<file path="src/hw/rtl/vnf_pkg.sv">
// Shared types, constants and arithmetic helpers for the value noise fBm core.
// Used by every module of the block; depends on nothing else.
`timescale 1ns / 1ps
`default_nettype none

package vnf_pkg;

    localparam int VNF_MAX_OCTAVES = 8;

    localparam logic [31:0] GOLD_MUL = 32'h9E3779B9;
    localparam logic [31:0] MIX_MUL1 = 32'h85EBCA6B;
    localparam logic [31:0] MIX_MUL2 = 32'hC2B2AE35;

    localparam logic [1:0] REG_NOISE_SEED     = 2'd0;
    localparam logic [1:0] REG_BASE_FREQUENCY = 2'd1;
    localparam logic [1:0] REG_OCTAVE_COUNT   = 2'd2;

    localparam logic [31:0] SEED_RESET      = 32'd0;
    localparam logic [31:0] FREQUENCY_RESET = 32'd4194;
    localparam logic [3:0]  OCTAVES_RESET   = 4'd3;

    typedef struct packed {
        logic               valid;
        logic signed [63:0] px;
        logic signed [63:0] pz;
        logic signed [33:0] sum;
    } vnf_lane_t;

    function automatic logic [16:0] recip_lookup(input logic [4:0] n);
        logic [16:0] r;
        case (n)
            5'd1:    r = 17'd65536;
            5'd2:    r = 17'd43691;
            5'd3:    r = 17'd37449;
            5'd4:    r = 17'd34953;
            5'd5:    r = 17'd33825;
            5'd6:    r = 17'd33288;
            5'd7:    r = 17'd33026;
            5'd8:    r = 17'd32897;
            5'd9:    r = 17'd32832;
            5'd10:   r = 17'd32800;
            5'd11:   r = 17'd32784;
            5'd12:   r = 17'd32776;
            5'd13:   r = 17'd32772;
            5'd14:   r = 17'd32770;
            5'd15:   r = 17'd32769;
            5'd16:   r = 17'd32769;
            default: r = 17'd0;
        endcase
        return r;
    endfunction

    function automatic logic [16:0] fade_mix(input logic [15:0] t5, input logic [15:0] t4,
                                             input logic [15:0] t3);
        logic [19:0] pos;
        logic [19:0] neg;
        logic [19:0] diff;
        logic [16:0] r;
        pos  = 20'(t5) * 20'd6 + 20'(t3) * 20'd10;
        neg  = 20'(t4) * 20'd15;
        diff = pos - neg;
        if (pos <= neg) begin
            r = 17'd0;
        end else if (diff > 20'd65536) begin
            r = 17'd65536;
        end else begin
            r = diff[16:0];
        end
        return r;
    endfunction

    function automatic logic signed [31:0] lerp31(input logic signed [31:0] a,
                                                  input logic signed [31:0] b,
                                                  input logic [16:0] u);
        logic signed [32:0] diff;
        logic signed [50:0] prod;
        logic signed [34:0] acc;
        diff = 33'(b) - 33'(a);
        prod = 51'(diff) * $signed({1'b0, u});
        acc  = 35'(a) + 35'(prod >>> 16);
        return acc[31:0];
    endfunction

endpackage

`default_nettype wire

</file>
<file path="src/hw/rtl/vnf_norm.sv">
// Normalization and output register: scales the octave sum by the reciprocal
// of the total amplitude, rounds and saturates to Q1.15. Uses vnf_pkg.
`timescale 1ns / 1ps
`default_nettype none

module vnf_norm
    import vnf_pkg::*;
#(
    parameter int MAX_OCTAVES = VNF_MAX_OCTAVES
) (
    input  wire logic        aclk,
    input  wire logic        aresetn,
    input  wire logic        en,
    input  wire logic [3:0]  octave_count,
    input  wire vnf_lane_t   lane_i,
    output logic             m_valid,
    output logic [15:0]      m_noise_value
);

    localparam logic [4:0] MAX_N = 5'(MAX_OCTAVES);

    logic [4:0]         n_eff;
    logic [16:0]        recip;
    logic               valid1_reg;
    logic signed [50:0] prod_reg;
    logic signed [51:0] rounded;
    logic signed [19:0] scaled;
    logic [15:0]        sat_value;
    logic               out_valid_reg;
    logic [15:0]        out_value_reg;

    assign n_eff   = ({1'b0, octave_count} > MAX_N) ? MAX_N : {1'b0, octave_count};
    assign recip   = recip_lookup(n_eff);
    assign rounded = 52'(prod_reg) + 52'sd2147483648;
    assign scaled  = 20'(rounded >>> 32);

    always_comb begin
        if (scaled > 20'sd32767) begin
            sat_value = 16'h7FFF;
        end else if (scaled < -20'sd32768) begin
            sat_value = 16'h8000;
        end else begin
            sat_value = scaled[15:0];
        end
    end

    always_ff @(posedge aclk) begin
        if (en) begin
            prod_reg      <= 51'(lane_i.sum) * $signed({1'b0, recip});
            out_value_reg <= sat_value;
        end
    end

    always_ff @(posedge aclk) begin
        if (!aresetn) begin
            valid1_reg    <= 1'b0;
            out_valid_reg <= 1'b0;
        end else if (en) begin
            valid1_reg    <= lane_i.valid;
            out_valid_reg <= valid1_reg;
        end
    end

    assign m_valid       = out_valid_reg;
    assign m_noise_value = out_value_reg;

endmodule

`default_nettype wire

</file>
<file path="config.mk">
export PLATFORM = sky130hd
export DESIGN_NAME = vnf_norm
export DESIGN_NICKNAME = d
export VERILOG_FILES = /design/src/hw/rtl/vnf_pkg.sv /design/src/hw/rtl/vnf_norm.sv
export SDC_FILE = /design/constraint.sdc
export NUM_CORES = 1
export LEC_CHECK = 0
export BUFFER_PORTS_ARGS = -buffer_cell sky130_fd_sc_hd__buf_2
export CORE_ASPECT_RATIO = 1.4
export CORE_UTILIZATION = 48
export DETAILED_ROUTE_END_ITERATION = 10
export PLACE_DENSITY = 0.67
export SKIP_LAST_GASP = 1
export SLEW_MARGIN = 20
export SYNTH_ARGS = -nofsm -noshare
export SYNTH_HDL_FRONTEND = slang
export SYNTH_SLANG_ARGS = --single-unit
</file>
<file path="constraint.sdc">
create_clock -name aclk -period 18.4 [get_ports aclk]
set_clock_uncertainty 0.1 [all_clocks]
set_input_delay 0.92 -clock aclk [delete_from_list [all_inputs] [get_ports aclk]]
set_output_delay 0.92 -clock aclk [all_outputs]
set_load 0.01 [all_outputs]
</file>
# Yosys cells after proc, flatten, opt, wreduce, memory -nomap -nowiden

Memory sizes are Yosys's and may differ from the RTL's.
Cells that the tools add are included.

Muxes and demuxes: 2
$add $sub $neg: 1
Multipliers: 1
Order comparisons: 3

Operators by type and width:

| operator                                             | number |
|---|---|
| adder 51 x 33 -> 52 bit, second input constant       | 1 |
| multiplier 34 x 18 -> 51 bit                         | 1 |
| > comparator 20 x 16 -> 1 bit, second input constant | 1 |
| < comparator 20 x 16 -> 1 bit, second input constant | 1 |
| 2-to-1 mux 16 bit                                    | 1 |
| > comparator 4 bit, second input constant            | 1 |
| 2-to-1 mux 4 bit                                     | 1 |

Register bits: 69
Memories: 1
Memory bits (read-only): 512

Memory list:

| memory           | words | bits a word | read ports | clocked after Yosys merged registers in | wr ports | RTL line      | text |
|---|---|---|---|---|---|---|---|
| (name not given) | 32    | 16          | 1          | 0                                       | 0        | vnf_pkg.sv:31 | `case (n)` |

# Depth between registers and ports, before layout

An unclocked memory read counts as a cell.

Depth in word-level cells: 4
Mapped depth: 28
Depth with buffers taken out: 26

# Worst setup path after synthesis

Ideal clock, no wire load.

Path kind: input to register
Start: input octave_count[3]
End: register prod_reg[50] (data pin)
Data required time: 18.031 ns
Cell stages on the path: 26
Setup time: 0.269 ns
Buffers on the path: 3
Slack: 11.143 ns
Data arrival time: 6.888 ns
Path through: nand2b_1 nor3_1 or2_2 clkbuf_1 clkbuf_1 and2_1 fa_1 inv_1 fa_1 fa_1 inv_1 fa_1 fa_1 inv_1 fa_1 inv_1 ha_1 clkbuf_1 nand4_1 nor2_1 nand2_1 o211ai_1 o2111ai_2 a21oi_2 or2_1 o211ai_2

Longest elaborated chain between the ends: 4

Ends and longest elaborated chain:

| item                             | RTL line       | text |
|---|---|---|
| from (decl)                      | vnf_norm.sv:14 | `input wire logic [3:0] octave_count,` |
| > comparator 4 bit               | vnf_norm.sv:32 | `assign n_eff = ({1'b0, octave_count} > MAX_N) ? MAX_N : {1'b0, octave_count};` |
| 2-to-1 mux 4 bit (*)             | vnf_norm.sv:32 |  |
| memory read (32 x 16 bit) (*)    | -              |  |
| multiplier 34 x 18 -> 51 bit (*) | vnf_norm.sv:49 | `prod_reg <= 51'(lane_i.sum) * $signed({1'b0, recip});` |
| to (signal assigned)             | vnf_norm.sv:49 |  |
| to (decl)                        | vnf_norm.sv:25 | `logic signed [50:0] prod_reg;` |

Every way passes the cells marked *; elsewhere a longest branch is shown, timed or not.
A chain may end at the register's enable or synchronous reset.

# Final worst setup path

Start: input octave_count[2]
End: register prod_reg[50] (data pin)

Same word-level chain as after synthesis.

==> metrics.md <==
| Metric | Value |
|---|---|
| PwrDens | `~150 nW/um2` |
| Flops & latches, synth | `38` |
| Final WL | `approximately 52 mm` |
| CP dominant cell by count | `fa_1` |
| Row count | `88` |
| Worst Path Required | `~18000 ps` |
| Max-cap violations | `0` |
| Clock-pin slew on the worst setup and hold paths | `about 60 ps` |
| Residual DRC | `0` |
| Dpl hpwl | `between 40 and 50 mm` |
| Synth top area share | `between 50% and 60%` |
| Status | `finished clean` |
| Vias per cell | `5.19` |
| Async set-reset flop share out of synthesis | `0%` |
| H-tree depth | `2` |
| Synth top area cells | `fa_1 50%, inv_1 11%, and2_1 9.4%, ha_1 9.4%, edfxtp_1 5.4%` |
| Number of buffers created by CTS | `5` |
| Slowest cell on crit path | `or2_2` |
| Cts repair resizes | `0` |
| Max FO, Critical Path | `35` |
| Number of global-route vias before repair | `between 15000 and 20000` |
| Setup-failing EPs final | `0` |
| Leading area contributor after synthesis | `fa_1` |
| Peak VDD IR | `0.000222 V` |
| Hold_ws | `roughly 420 ps` |
| R2r startpoint | `prod_reg[34]` |
| Core footprint | `approximately 41000 um2` |
| Initial antenna violation count | `6` |
| Worst EP arrival | `between 8000 and 9000 ps` |
| Period utilization | `a little under half` |
| Total congestion overflow | `0` |
| First-pass GRT wire length | `between 80 and 90 mm` |
| Routability cong. | `around 0.91` |
| Hold Crit Class | `reg -> reg` |
| Area growth syn-to-layout | `5.74%` |
| Initial detailed-routing violation count | `around 690` |
| Slew margin rel. | `30.9%` |
| Fmax | `0.120 GHz` |
| Nets | `between 3000 and 4000` |
| Final slew viol count | `0` |
| Routed WL per cell | `between 15 and 20 um` |
| EDFF count, synth | `36` |
| Period minus WS final | `between 8000 and 9000 ps` |
| Hold Vio Cnt, Final | `0` |
| CP startpoint | `octave_count[2]` |
| Clock Root Buffer | `clkbuf_16` |
| Setup bufs post-CTS | `0` |
| Clk sinks | `38` |
| Max reg flops | `20` |
| Max incr delay on CP | `approximately 780 ps` |
| Sequential share of the synthesized area | `5.55%` |
| Primary FF master, synth | `edfxtp_1` |
| Vias | `14300` |
| Total iterations of the first detailed-routing run | `7` |
| TritonCTS clock tree | `yes` |
| Clk buf depth | `2` |
| Post-route setup TNS | `0 ps` |
| Netlist cell types | `56` |
| Antenna-violating nets left | `0` |
| RSZ-0062 raised after global routing | `false` |
| Synth Instances | `about 2200` |
| Warnings, synthesis | `0` |
| Post-synth top cells | `609 x inv_1, 508 x fa_1, 302 x and2_1` |
| Startpoint Class | `input port` |
| IO Count | `about 190` |
| IO buf count | `between 50 and 60` |
| Die area | `roughly 43000 um2` |
| Initial Util | `slightly below 50%` |
| Largest net degree at the start of global routing | `66` |
| Critical path endpoint category | `flop` |
| Cell area after synthesis | `~20000 um2` |
| Static Leak | `11.2 nW` |
| Most frequent cell after synthesis | `inv_1` |
| Post-Syn Area per Cell | `around 9.3 um2` |
| Worst Tran Pin Value | `1030 ps` |
| Skew-Pair Late Insertion Delay | `approximately 280 ps` |
| Crit path kind | `in -> reg` |
| Ratio of cells with drive above 1 in the final layout | `4.82%` |
| Chip width | `between 150 and 200 um` |
| Hold_sp | `m_valid` |
| All-layer global routing usage | `26.3%` |
| Die height | `about 240 um` |
| Count of hold buffers inserted by post-cts repair | `0` |
==> metrics by stage <==
step                      setup slack [ps]  std cells  power (W)  utilization, %  instance area, um2
final                                10080       2761    0.00312            51.7               21300
after global placement                9900       2752    0.00298            51.3               21200
after CTS                            10120       2760    0.00314            51.7               21300
after floorplan                      11140       2229    0.00226               -               20400
after detailed placement              9830       2752    0.00303            51.3               21200
after global routing                  9660       2760    0.00353            51.7               21300
==> cell type report <==
cell class                      instances  area, um2
Fill cell                            3817      19900
Multi-Input combinational cell       1497      16700
Inverter                              609       2290
Sequential cell                        38       1120
Tap cell                              540        676
Timing Repair Buffer                   68        365
Clock buffer                            6        139
Clock inverter                          2       12.5
Antenna cell                            1       2.50
==> layer usage <==
metal	track usage [%]	part of all wire (%)	routed length (um)	vias to the layer above
met3	2.31	3.8	1970	204
li1	-	-	-	6285
met2	51.0	55	28700	453
met1	25.8	32	16800	7380
met5	0	0.079	41	-
met4	19.2	8.9	4650	6
==> worst paths after layout <==
check | endpoint | slack, ps | depth (start not counted)
setup / recovery | prod_reg[50] | 10080 | 25
hold / removal | m_valid | 420 | 2
setup reg to reg | m_noise_value[12] | 15710 | 7
hold reg to reg | m_valid | 420 | 2
==> placed cells by master (no fill, tap or decap), drive strengths merged, types with 2 or more instances in the layout <==
master / count
conb: 69
inv: 609
and3: 11
nand4: 6
nand3: 20
a21o: 17
and2: 303
a211o: 2
a31oi: 4
a211oi: 6
xnor2: 26
buf: 68
nor2b: 4
o21ai: 38
dfxtp: 2
o2111ai: 2
nand2: 166
nand2b: 4
edfxtp: 36
ha: 151
xor2: 15
mux2i: 3
a41oi: 2
fa: 508
nor3: 12
o211ai: 8
o22ai: 2
a21oi: 34
clkbuf: 6
nor2: 49
or2: 17
o21bai: 3
==> cells by family (layout without fill, tap and decap cells) <==
logic type | after synthesis | in the layout | share of synthesized area (%)
DFF | 38 | 38 | 5.55
other | 2 | 70 | 0.0372
buffers and inverters | 694 | 685 | 12.9
and+or+nand+nor | 596 | 596 | 15.7
xor gates and xnor gates | 41 | 41 | 1.78
adders and majority gates | 659 | 659 | 59.7
AOI/OAI and AO/OA | 129 | 129 | 4.13
muxes | 3 | 3 | 0.149
==> critical path: cells and delay by family <==
family | cells | cell delay [ps]
AND/OR/NAND/NOR | 9 | 1940
buffers and inverters | 5 | 780
AO/OA/AOI/OAI | 4 | 950
adder cells (fa/ha/maj) | 7 | 3600
==> power by group <==
part	total [W]	internal [W]	switching (W)
sequential	0.000262	0.000234	0.0000278
clock	0.0000853	0.0000535	0.0000318
combinational	0.00277	0.00113	0.00164
Note: power is estimated with default switching activity, not from simulation.
